## src/rtl/swmm_pkg.sv

```systemverilog
// Shared constants, types and state encoding for the sliding-window min/max/mean block.
`timescale 1ns / 1ps

package swmm_pkg;

  localparam int DATA_W = 16;
  localparam int WINDOW = 100;
  localparam int AW     = $clog2(WINDOW);

  // Sum of WINDOW full-scale samples
  localparam int SUM_W = $clog2(WINDOW * ((1 << DATA_W) - 1) + 1);

  // floor(sum / WINDOW) = (sum * RECIP) >> RECIP_SH, exact for any sum below 2**SUM_W
  localparam int RECIP_SH = SUM_W + $clog2(WINDOW);
  localparam int RECIP_W  = SUM_W + 1;
  localparam longint unsigned RECIP_VAL =
    ((64'd1 << RECIP_SH) + 64'(WINDOW) - 64'd1) / 64'(WINDOW);
  localparam logic [RECIP_W-1:0] RECIP = RECIP_W'(RECIP_VAL);
  localparam int PROD_W = SUM_W + RECIP_W;

  typedef enum logic [2:0] {
    ST_IDLE,
    ST_SCAN,
    ST_DRAIN,
    ST_MUL,
    ST_DONE
  } state_t;

  typedef struct packed {
    logic wr;
    logic scan;
    logic mul;
    logic ld_out;
  } dp_cmd_t;

  typedef struct packed {
    logic scan_last;
  } dp_stat_t;

endpackage

```

## src/rtl/swmm_ctrl.sv

```systemverilog
// Controller state machine: sequences write, ring scan, mean multiply and result load.
`timescale 1ns / 1ps

module swmm_ctrl (
  input  logic               clk,
  input  logic               rst_n,
  input  logic               in_valid,
  output logic               in_ready,
  output logic               out_valid,
  input  logic               out_ready,
  input  swmm_pkg::dp_stat_t stat,
  output swmm_pkg::dp_cmd_t  cmd
);

  swmm_pkg::state_t state_r;
  swmm_pkg::state_t state_nxt;
  logic             out_valid_r;
  logic             out_valid_nxt;

  always_ff @(posedge clk) begin
    if (!rst_n) begin
      state_r     <= swmm_pkg::ST_IDLE;
      out_valid_r <= 1'b0;
    end else begin
      state_r     <= state_nxt;
      out_valid_r <= out_valid_nxt;
    end
  end

  always_comb begin
    state_nxt     = state_r;
    cmd           = '0;
    in_ready      = 1'b0;
    out_valid_nxt = out_valid_r;
    if (out_valid_r && out_ready) begin
      out_valid_nxt = 1'b0;
    end
    unique case (state_r)
      swmm_pkg::ST_IDLE: begin
        in_ready = 1'b1;
        if (in_valid) begin
          cmd.wr    = 1'b1;
          state_nxt = swmm_pkg::ST_SCAN;
        end
      end
      swmm_pkg::ST_SCAN: begin
        cmd.scan = 1'b1;
        if (stat.scan_last) begin
          state_nxt = swmm_pkg::ST_DRAIN;
        end
      end
      swmm_pkg::ST_DRAIN: begin
        state_nxt = swmm_pkg::ST_MUL;
      end
      swmm_pkg::ST_MUL: begin
        cmd.mul   = 1'b1;
        state_nxt = swmm_pkg::ST_DONE;
      end
      swmm_pkg::ST_DONE: begin
        // hold until the output register is free
        if (!out_valid_r || out_ready) begin
          cmd.ld_out    = 1'b1;
          out_valid_nxt = 1'b1;
          state_nxt     = swmm_pkg::ST_IDLE;
        end
      end
      default: begin
        state_nxt = swmm_pkg::ST_IDLE;
      end
    endcase
  end

  assign out_valid = out_valid_r;

endmodule

```

## src/rtl/swmm_dp.sv

```systemverilog
// Datapath: sample ring memory, scan accumulators, reciprocal multiply and result registers.
`timescale 1ns / 1ps

module swmm_dp (
  input  logic                        clk,
  input  logic                        rst_n,
  input  swmm_pkg::dp_cmd_t           cmd,
  output swmm_pkg::dp_stat_t          stat,
  input  logic [swmm_pkg::DATA_W-1:0] in_sample,
  output logic [swmm_pkg::DATA_W-1:0] out_window_min,
  output logic [swmm_pkg::DATA_W-1:0] out_window_max,
  output logic [swmm_pkg::DATA_W-1:0] out_window_mean
);

  logic [swmm_pkg::DATA_W-1:0] ring_mem [swmm_pkg::WINDOW];
  logic [swmm_pkg::WINDOW-1:0] ent_vld_r;

  logic [swmm_pkg::AW-1:0]     wp_r;
  logic [swmm_pkg::AW-1:0]     scan_addr_r;
  logic [swmm_pkg::DATA_W-1:0] rd_data_r;
  logic                        rd_ok_r;
  logic                        rd_pend_r;
  logic [swmm_pkg::DATA_W-1:0] rd_val;

  logic [swmm_pkg::DATA_W-1:0] min_r;
  logic [swmm_pkg::DATA_W-1:0] max_r;
  logic [swmm_pkg::SUM_W-1:0]  sum_r;
  logic [swmm_pkg::PROD_W-1:0] prod_r;

  logic [swmm_pkg::DATA_W-1:0] out_min_r;
  logic [swmm_pkg::DATA_W-1:0] out_max_r;
  logic [swmm_pkg::DATA_W-1:0] out_mean_r;

  logic scan_last;

  assign scan_last      = (scan_addr_r == swmm_pkg::AW'(swmm_pkg::WINDOW - 1));
  assign stat.scan_last = scan_last;

  // Ring storage: one write port, one registered read port
  always_ff @(posedge clk) begin
    if (cmd.wr) begin
      ring_mem[wp_r] <= in_sample;
    end
    rd_data_r <= ring_mem[scan_addr_r];
  end

  // Entry valid bits stand in for clearing the ring at reset
  always_ff @(posedge clk) begin
    if (!rst_n) begin
      ent_vld_r <= '0;
      rd_ok_r   <= 1'b0;
      rd_pend_r <= 1'b0;
      wp_r      <= '0;
      scan_addr_r <= '0;
    end else begin
      rd_ok_r   <= ent_vld_r[scan_addr_r];
      rd_pend_r <= cmd.scan;
      if (cmd.wr) begin
        ent_vld_r[wp_r] <= 1'b1;
        scan_addr_r     <= '0;
        if (wp_r == swmm_pkg::AW'(swmm_pkg::WINDOW - 1)) begin
          wp_r <= '0;
        end else begin
          wp_r <= wp_r + 1'b1;
        end
      end else if (cmd.scan && !scan_last) begin
        scan_addr_r <= scan_addr_r + 1'b1;
      end
    end
  end

  assign rd_val = rd_ok_r ? rd_data_r : '0;

  always_ff @(posedge clk) begin
    if (cmd.wr) begin
      min_r <= '1;
      max_r <= '0;
      sum_r <= '0;
    end else if (rd_pend_r) begin
      if (rd_val < min_r) begin
        min_r <= rd_val;
      end
      if (rd_val > max_r) begin
        max_r <= rd_val;
      end
      sum_r <= sum_r + swmm_pkg::SUM_W'(rd_val);
    end
    if (cmd.mul) begin
      prod_r <= swmm_pkg::PROD_W'(sum_r) * swmm_pkg::PROD_W'(swmm_pkg::RECIP);
    end
    if (cmd.ld_out) begin
      out_min_r  <= min_r;
      out_max_r  <= max_r;
      out_mean_r <= prod_r[swmm_pkg::RECIP_SH +: swmm_pkg::DATA_W];
    end
  end

  assign out_window_min  = out_min_r;
  assign out_window_max  = out_max_r;
  assign out_window_mean = out_mean_r;

endmodule

```

## src/rtl/sliding_window_min_max_mean_top.sv

```systemverilog
// Top level of the sliding-window minimum, maximum and mean block.
`timescale 1ns / 1ps
//
// Usage:
//   Input channel (in_valid/in_ready/in_sample) takes one unsigned 8.8 fixed
//   point sample per transaction. The sample overwrites the oldest entry of a
//   100-entry ring; the whole ring is then scanned for min, max and sum.
//   Result channel (out_valid/out_ready/out_window_*) delivers one transaction
//   per accepted sample: ring minimum, maximum and floor(sum / 100).
//   The ring scan reads one entry per cycle through the single memory read
//   port. in_ready is high only while the controller is idle. A finished
//   result waits in the output register, so the next sample is taken while
//   it sits unclaimed; if the receiver stalls past the next scan, the
//   controller holds the new result until the output register frees up.
//   Reset (rst_n low, synchronous) clears the write position and all entry
//   valid bits, so never-written entries read as zero and count in the
//   minimum and the mean. No clearing pass is needed.
//

module sliding_window_min_max_mean_top (
  input  logic                        clk,
  input  logic                        rst_n,
  input  logic                        in_valid,
  output logic                        in_ready,
  input  logic [swmm_pkg::DATA_W-1:0] in_sample,
  output logic                        out_valid,
  input  logic                        out_ready,
  output logic [swmm_pkg::DATA_W-1:0] out_window_min,
  output logic [swmm_pkg::DATA_W-1:0] out_window_max,
  output logic [swmm_pkg::DATA_W-1:0] out_window_mean
);

  swmm_pkg::dp_cmd_t  dp_cmd;
  swmm_pkg::dp_stat_t dp_stat;

  // Sequence each transaction: write, scan, drain, multiply, load result
  swmm_ctrl u_ctrl (
    .clk       (clk),
    .rst_n     (rst_n),
    .in_valid  (in_valid),
    .in_ready  (in_ready),
    .out_valid (out_valid),
    .out_ready (out_ready),
    .stat      (dp_stat),
    .cmd       (dp_cmd)
  );

  // Hold the ring and compute the statistics
  swmm_dp u_dp (
    .clk             (clk),
    .rst_n           (rst_n),
    .cmd             (dp_cmd),
    .stat            (dp_stat),
    .in_sample       (in_sample),
    .out_window_min  (out_window_min),
    .out_window_max  (out_window_max),
    .out_window_mean (out_window_mean)
  );

  // Ring write happens only on an input transaction
  a_wr_on_accept : assert property (@(posedge clk) disable iff (!rst_n)
    dp_cmd.wr |-> (in_valid && in_ready))
    else $error("ring written without an input transaction");

  // Every accepted sample starts a scan and blocks further input
  a_scan_after_accept : assert property (@(posedge clk) disable iff (!rst_n)
    (in_valid && in_ready) |=> (dp_cmd.scan && !in_ready))
    else $error("scan did not start after input transaction");

  // A result load never overwrites an unclaimed result
  a_no_overwrite : assert property (@(posedge clk) disable iff (!rst_n)
    dp_cmd.ld_out |-> (!out_valid || out_ready))
    else $error("result register overwritten while still pending");

  // A loaded result is offered on the next cycle
  a_valid_after_load : assert property (@(posedge clk) disable iff (!rst_n)
    dp_cmd.ld_out |=> out_valid)
    else $error("out_valid missing after result load");

endmodule

```

## config.mk

```make
export PLATFORM = sky130hd
export DESIGN_NAME = sliding_window_min_max_mean_top
export DESIGN_NICKNAME = d
export VERILOG_FILES = /design/src/rtl/swmm_pkg.sv /design/src/rtl/swmm_ctrl.sv /design/src/rtl/swmm_dp.sv /design/src/rtl/sliding_window_min_max_mean_top.sv
export SDC_FILE = /design/constraint.sdc
export NUM_CORES = 2
export LEC_CHECK = 0
export BUFFER_PORTS_ARGS = -buffer_cell sky130_fd_sc_hd__buf_2
export CAP_MARGIN = 20
export CORE_MARGIN = 4
export CORE_UTILIZATION = 45
export DETAILED_ROUTE_END_ITERATION = 8
export HOLD_SLACK_MARGIN = 0.06
export REMOVE_ABC_BUFFERS = 1
export SYNTH_ARGS = -nofsm -noshare
export SYNTH_HDL_FRONTEND = slang
export SYNTH_SLANG_ARGS = --single-unit
```

## constraint.sdc

```tcl
create_clock -name clk -period 6.15 [get_ports clk]
set_clock_uncertainty 0.1 [all_clocks]
set_input_delay 1.23 -clock clk [delete_from_list [all_inputs] [get_ports clk]]
set_output_delay 1.23 -clock clk [all_outputs]
set_load 0.01 [all_outputs]
```

After elaboration in Yosys (flattened, before gate mapping) --
Memory sizes are Yosys's and may differ from the RTL's. A register that Yosys moved wholly into a read port is not among the register bits. Index checks and enable logic that the tools add are counted.
Storage, ports and cells: RAM bits 1600, flip-flop bits (word level) 269, word-level logic and storage cells 68, memories kept 1, output and inout bits 50, bits of input ports 20
Memories:
- u_dp.ring_mem | depth 100, bits a word 16, rd ports 1, clocked after memory_dff 1, write ports 1, line swmm_dp.sv:15 | logic [swmm_pkg::DATA_W-1:0] ring_mem [swmm_pkg::WINDOW];
Cells by class: eq/ne operators 9, muxes and demuxes 22, bitwise operators 2, multiply operators 1, add/subtract/negate cells 3, reduce and logical (&&, ||, !) cells 11, $lt $le $gt $ge 5
Operator list (count):
- 100-bit bitwise OR | 1
- 23-bit by 24-bit multiplier with 46-bit output, second input constant | 1
- 23-bit by 16-bit adder with 23-bit output | 1
- 16-bit greater-than comparator | 1
- 16-bit less-than comparator | 1
- 7-bit by 8-bit less-than comparator with 1-bit output, second input constant | 2
- 16-bit 2-to-1 mux | 1
- 3-bit case mux with 5 select lines | 1
- 7-bit by 1-bit adder with 7-bit output, second input constant | 2
- 7-bit == test, second input constant | 2
- 1-bit 2-to-1 mux | 14
- 3-bit 2-to-1 mux | 3
- 1-bit binary-select mux with 7-bit select | 1
- 1-bit demux with 7-bit select | 1
- 7-bit by 1-bit >= comparator with 1-bit output, second input constant | 1
- 7-bit 2-to-1 mux | 1
- 3-bit by 2-bit == test with 1-bit output, second input constant | 2
- 2-bit by 1-bit != test with 1-bit output, second input constant | 2
- 2-bit AND reduction | 2
- 3-bit by 1-bit == test with 1-bit output, second input constant | 1
- 3-bit == test, second input constant | 1
- 1-bit logical AND | 3
- 3-bit zero test | 1
- 3-bit AND reduction | 1
- 5 further kinds | 6

Logic depth before layout (Yosys ltp) --
word-level depth 5, mapped depth 25, mapped depth without buffers 25

By module --
From an unflattened synthesis, not the netlist that was laid out.
Second synthesis, totals: cell total of the unflattened synthesis 4202, area total of the unflattened synthesis 80561.0 um^2
Modules (own cells, without submodules):
- swmm_dp | cells each 4181, area an instance 80352.1 um^2, sequential area each 53711.5 um^2, times used 1
- swmm_ctrl | cells each 21, area an instance 209.0 um^2, sequential area each 80.1 um^2, times used 1

Worst setup path after synthesis --
Ideal clock, no wire load.
kind reg-to-reg, from reg u_dp.sum_r[5] (netlist name), to reg u_dp.prod_r[43] (netlist name), data pin, path slack -0.359 ns, setup time 0.258 ns, cell stages (with the launch flop) 22, path buffers 0, clock period less this slack 6.509 ns, data arrival time 6.151 ns, required time 5.792 ns, cells stage by stage dfxtp_1 -> inv_1 -> fa_1 -> fa_1 -> fa_1 -> inv_1 -> fa_1 -> fa_1 -> fa_1 -> inv_1 -> fa_1 -> inv_1 -> ha_1 -> a21o_1 -> or4_1 -> o22ai_1 -> o21ai_1 -> a21oi_1 -> o21ai_1 -> a211o_1 -> a21oi_1 -> xnor2_1
On the way: cells in the longest elaborated chain, start to end 1
RTL lines:
- start: declaration | line swmm_dp.sv:27 | logic [swmm_pkg::SUM_W-1:0] sum_r;
- start signal: assignment | line swmm_dp.sv:86 | sum_r <= sum_r + swmm_pkg::SUM_W'(rd_val);
- 23-bit by 24-bit multiplier with 46-bit output | line swmm_dp.sv:89 | prod_r <= swmm_pkg::PROD_W'(sum_r) * swmm_pkg::PROD_W'(swmm_pkg::RECIP);
- end signal: assignment | line swmm_dp.sv:89
- end: declaration | line swmm_dp.sv:28 | logic [swmm_pkg::PROD_W-1:0] prod_r;
No other way between the ends. A chain may end at the register's enable or synchronous reset.

Final worst setup path --
from reg u_dp.sum_r[6] (netlist name), to reg u_dp.prod_r[43] (netlist name), data pin
The elaborated chain is that of the path after synthesis.

==> results by group <==
Power and ir drop
  • Static Leak: 32.4 nW
  • Total power: around 29 mW
  • PwrDens: 312 nW/um^2
  • VDD IR max: 0.265 mV

STA
  • Fmax achieved: 158 MHz
  • Setup violators final: 5
  • Fin Hold WS: between 0.3 and 0.4 ns
  • Final Critical Period: 6.33 ns
  • Unrepaired setup endpoints after global routing: yes
  • Tcrit/Tclk final: 103%
  • Slew Viols, Final: 0
  • Worst-Margin Slew: 1.21 ns
  • Final setup margin: -0.183 ns
  • Worst slew margin: 19.1%
  • Hold Fails Final Rpt: 0

Clocking
  • CTS tree: yes
  • Clk buf depth: 3
  • Worst skew pair latency: 0.81 ns
  • Number of CTS-inserted buffers: 188
  • H-tree Lvls: 4
  • Clk root buf: clkbuf_16
  • Clock transition at path regs: 0.06 ns
  • # clock sinks: 1855

Drt
  • WL/cell: 27.0 um
  • Drt initial violations: 3809
  • DR DRC count: 0
  • DR pass1 iterations: 5
  • Final WL: 197000 um
  • Vias: 40800
  • ANT nets after route: 0
  • Vias per cell: 5.61

Placed design
  • Pre-CTS WS: -0.628 ns
  • DP HPWL: around 120000 um
  • Port Buffers: 69
  • Cell Area, Placed: between 80000 and 90000 sq um
  • Routability-driven placement congestion ratio: 0.878

Worst hold path
  • Hold WC Path Type: reg -> reg
  • Worst hold start: u_dp.prod_r[37]

Die
  • Initial Util: 45.2%
  • Core Region: 178000 sq um
  • Die Area: 186000 sq um
  • Ports: 70
  • Die Span Y: 431 um
  • Die width: about 430 um
  • Core Rows: ~160

Yosys
  • Avg Cell Area, Syn: 18.7 sq um
  • Seq cells post-synth: 1855
  • Seq/Total Area, Yosys: 66.8%
  • Yosys warning count: 0
  • Mapped Cells: roughly 4300
  • Top_reg_cell synth: edfxtp_1
  • Post-synthesis instance area: 80600 sq um
  • Async S/R FF share, synth: 0%
  • Number of library cell types mapped by synthesis: 62
  • EDFF count, synth: 1664

Worst setup path
  • R2R Path End: u_dp.prod_r[43]
  • R2R setup slack: -0.18 ns
  • Worst R2R Path Depth: 23
  • Critical path fanouts, max: 4
  • Worst setup path category: reg -> reg
  • Worst Setup End Kind: register
  • Worst EP arrival: ~6.8 ns
  • Startpoint type of the worst setup path: register
  • RR Startpoint: u_dp.sum_r[6]
  • Critical Path Sink: u_dp.prod_r[43]
  • Origin of the worst setup path: u_dp.sum_r[6]
  • Worst Path Required: about 6.6 ns

GRT
  • Vias in the first global route: 42200
  • First-pass GRT wire length: 292000 um
  • Largest net degree at the start of global routing: 101
  • Tot GR Track Use: a little over a fifth
  • Gr ovfl total: 0
  • Antenna violations before repair: 3

Run status
  • Failing checks: negative setup slack
  • Status: complete, but fails checks

Layout
  • Sequential cell area: 53800 sq um
  • Synth-to-Final Area Change: 15.5%
  • Fin util: 52.2%
  • Share of post-route cells with drive strength above 1: 29.2%
  • Finished Cell Area: 93100 sq um
  • Multi-input gate area: 25300 sq um
  • Total Nets Final: between 5000 and 6000
  • Filler cell count: 14200

Flow run
  • Max-cap violations: 0
-- cells by family after synthesis --
logic type | Yosys count | synth area share, %
xor gates and xnor gates | 43 | 0.467
AOI/OAI and AO/OA | 217 | 1.70
DFF | 1855 | 66.8
adders and majority gates | 484 | 9.33
and+or+nand+nor | 588 | 3.15
buffers and inverters | 523 | 2.57
muxes | 608 | 16.0
-- flip-flops by register name (all words and copies together), names as in the netlist, 7 cells and up --
signal	cells
u_dp.min_r	16
u_dp.max_r	16
u_dp.wp_r	7
u_dp.out_window_mean	16
u_dp.ent_vld_r	100
u_dp.sum_r	23
u_dp.ring_mem	1600
u_dp.rd_data_r	16
u_dp.out_window_max	16
u_dp.prod_r	16
u_dp.scan_addr_r	7
u_dp.out_window_min	16
-- worst max-delay path, cell delays in order (launching register included) --
cell,delay [ns]
dfxtp_2,0.33
inv_2,0.05
fa_1,0.56
inv_2,0.06
fa_1,0.49
inv_1,0.05
fa_1,0.47
fa_1,0.56
inv_2,0.04
fa_2,0.41
fa_1,0.50
inv_1,0.05
fa_1,0.49
inv_2,0.05
ha_4,0.15
or4_4,0.52
o22ai_4,0.15
o21ai_2,0.08
a21oi_2,0.17
buf_6,0.14
o21ai_4,0.08
a211o_1,0.33
a21oi_2,0.17
xnor2_1,0.08
-- power breakdown --
group / internal [mW] / switching (mW) / total, mW
logic: 1.68 / 2.02 / 3.70
clock network: 6.67 / 4.79 / 11.5
registers: 13.8 / 0.0911 / 13.9
total: 22.2 / 6.90 / 29.1
-- per-layer routing --
layer	wire length (um)	global-route usage, %
met3	11200	3.30
met4	4590	5.36
met1	84400	30.4
met2	96300	35.2
met5	13	0
-- placed cells by master (no fill, tap or decap), types with 10 or more instances in the layout --
master	n
ha_1	276
mux4_2	544
buf_4	326
nor2_1	298
a21oi_1	51
clkbuf_16	191
nand4_1	17
inv_1	336
nor2b_1	13
fa_1	187
xnor2_1	25
edfxtp_1	1664
mux2i_1	48
buf_12	16
inv_2	12
clkinv_1	31
or2_2	11
nand2_1	74
mux2_2	16
clkbuf_1	46
nand3_1	19
clkinv_2	32
ha_4	10
bufinv_16	18
a21o_1	35
and2_1	15
clkbuf_8	16
xor2_1	17
o211ai_1	18
nor2_2	79
buf_2	53
buf_8	11
o21ai_0	49
dfxtp_1	178
-- final cells by class --
type                            instances  area share, %
Clock inverter                         98           1.10
Tap cell                             2355           3.16
Antenna cell                            2        0.00538
Multi-Input combinational cell       1940           27.2
Clock buffer                          253           5.56
Sequential cell                      1855           57.8
Inverter                              349           1.41
Timing Repair Buffer                  422           3.75
-- worst min path at each step --
stage                     slack [ns]  depth (start not counted)                        to
final                           0.32                          0   u_dp.out_window_mean[7]
after global routing            0.33                          0  u_dp.out_window_mean[13]
after CTS                       0.32                          0   u_dp.out_window_mean[7]
after detailed placement        0.30                          0   u_dp.out_window_mean[3]
after global placement          0.30                          0   u_dp.out_window_mean[8]
after floorplan                 0.30                          0   u_dp.out_window_mean[0]
-- metrics by stage --
stage,instances,TNS (ns)
after floorplan,4144,-342.14
after global placement,6885,-4.05
after detailed placement,6894,-4.25
after CTS,7247,-0.889
after global routing,7272,-3.14
final,7274,-0.588
-- cell usage after synthesis (46+ instances only) --
cell         n  share of area, %
dfxtp_1    191               4.7
a21oi_1     60              0.37
clkbuf_1   102              0.48
nand2_1     75              0.35
buf_2       46              0.29
fa_1       195               4.8
mux2i_1     48              0.60
ha_1       289               4.5
inv_1      348               1.6
mux4_2     544                15
edfxtp_1  1664                62
nor2_1     379               1.8
o21ai_0     55              0.34
-- repair_timing --
action                                  in CTS  in global routing
pin swaps                                   17                 48
setup buffers                                2                 18
hold buffers                                 0                  0
endpoints found under the setup margin      12                 15
resized for setup                           32                 69
Note: power is estimated with default switching activity, not from simulation.
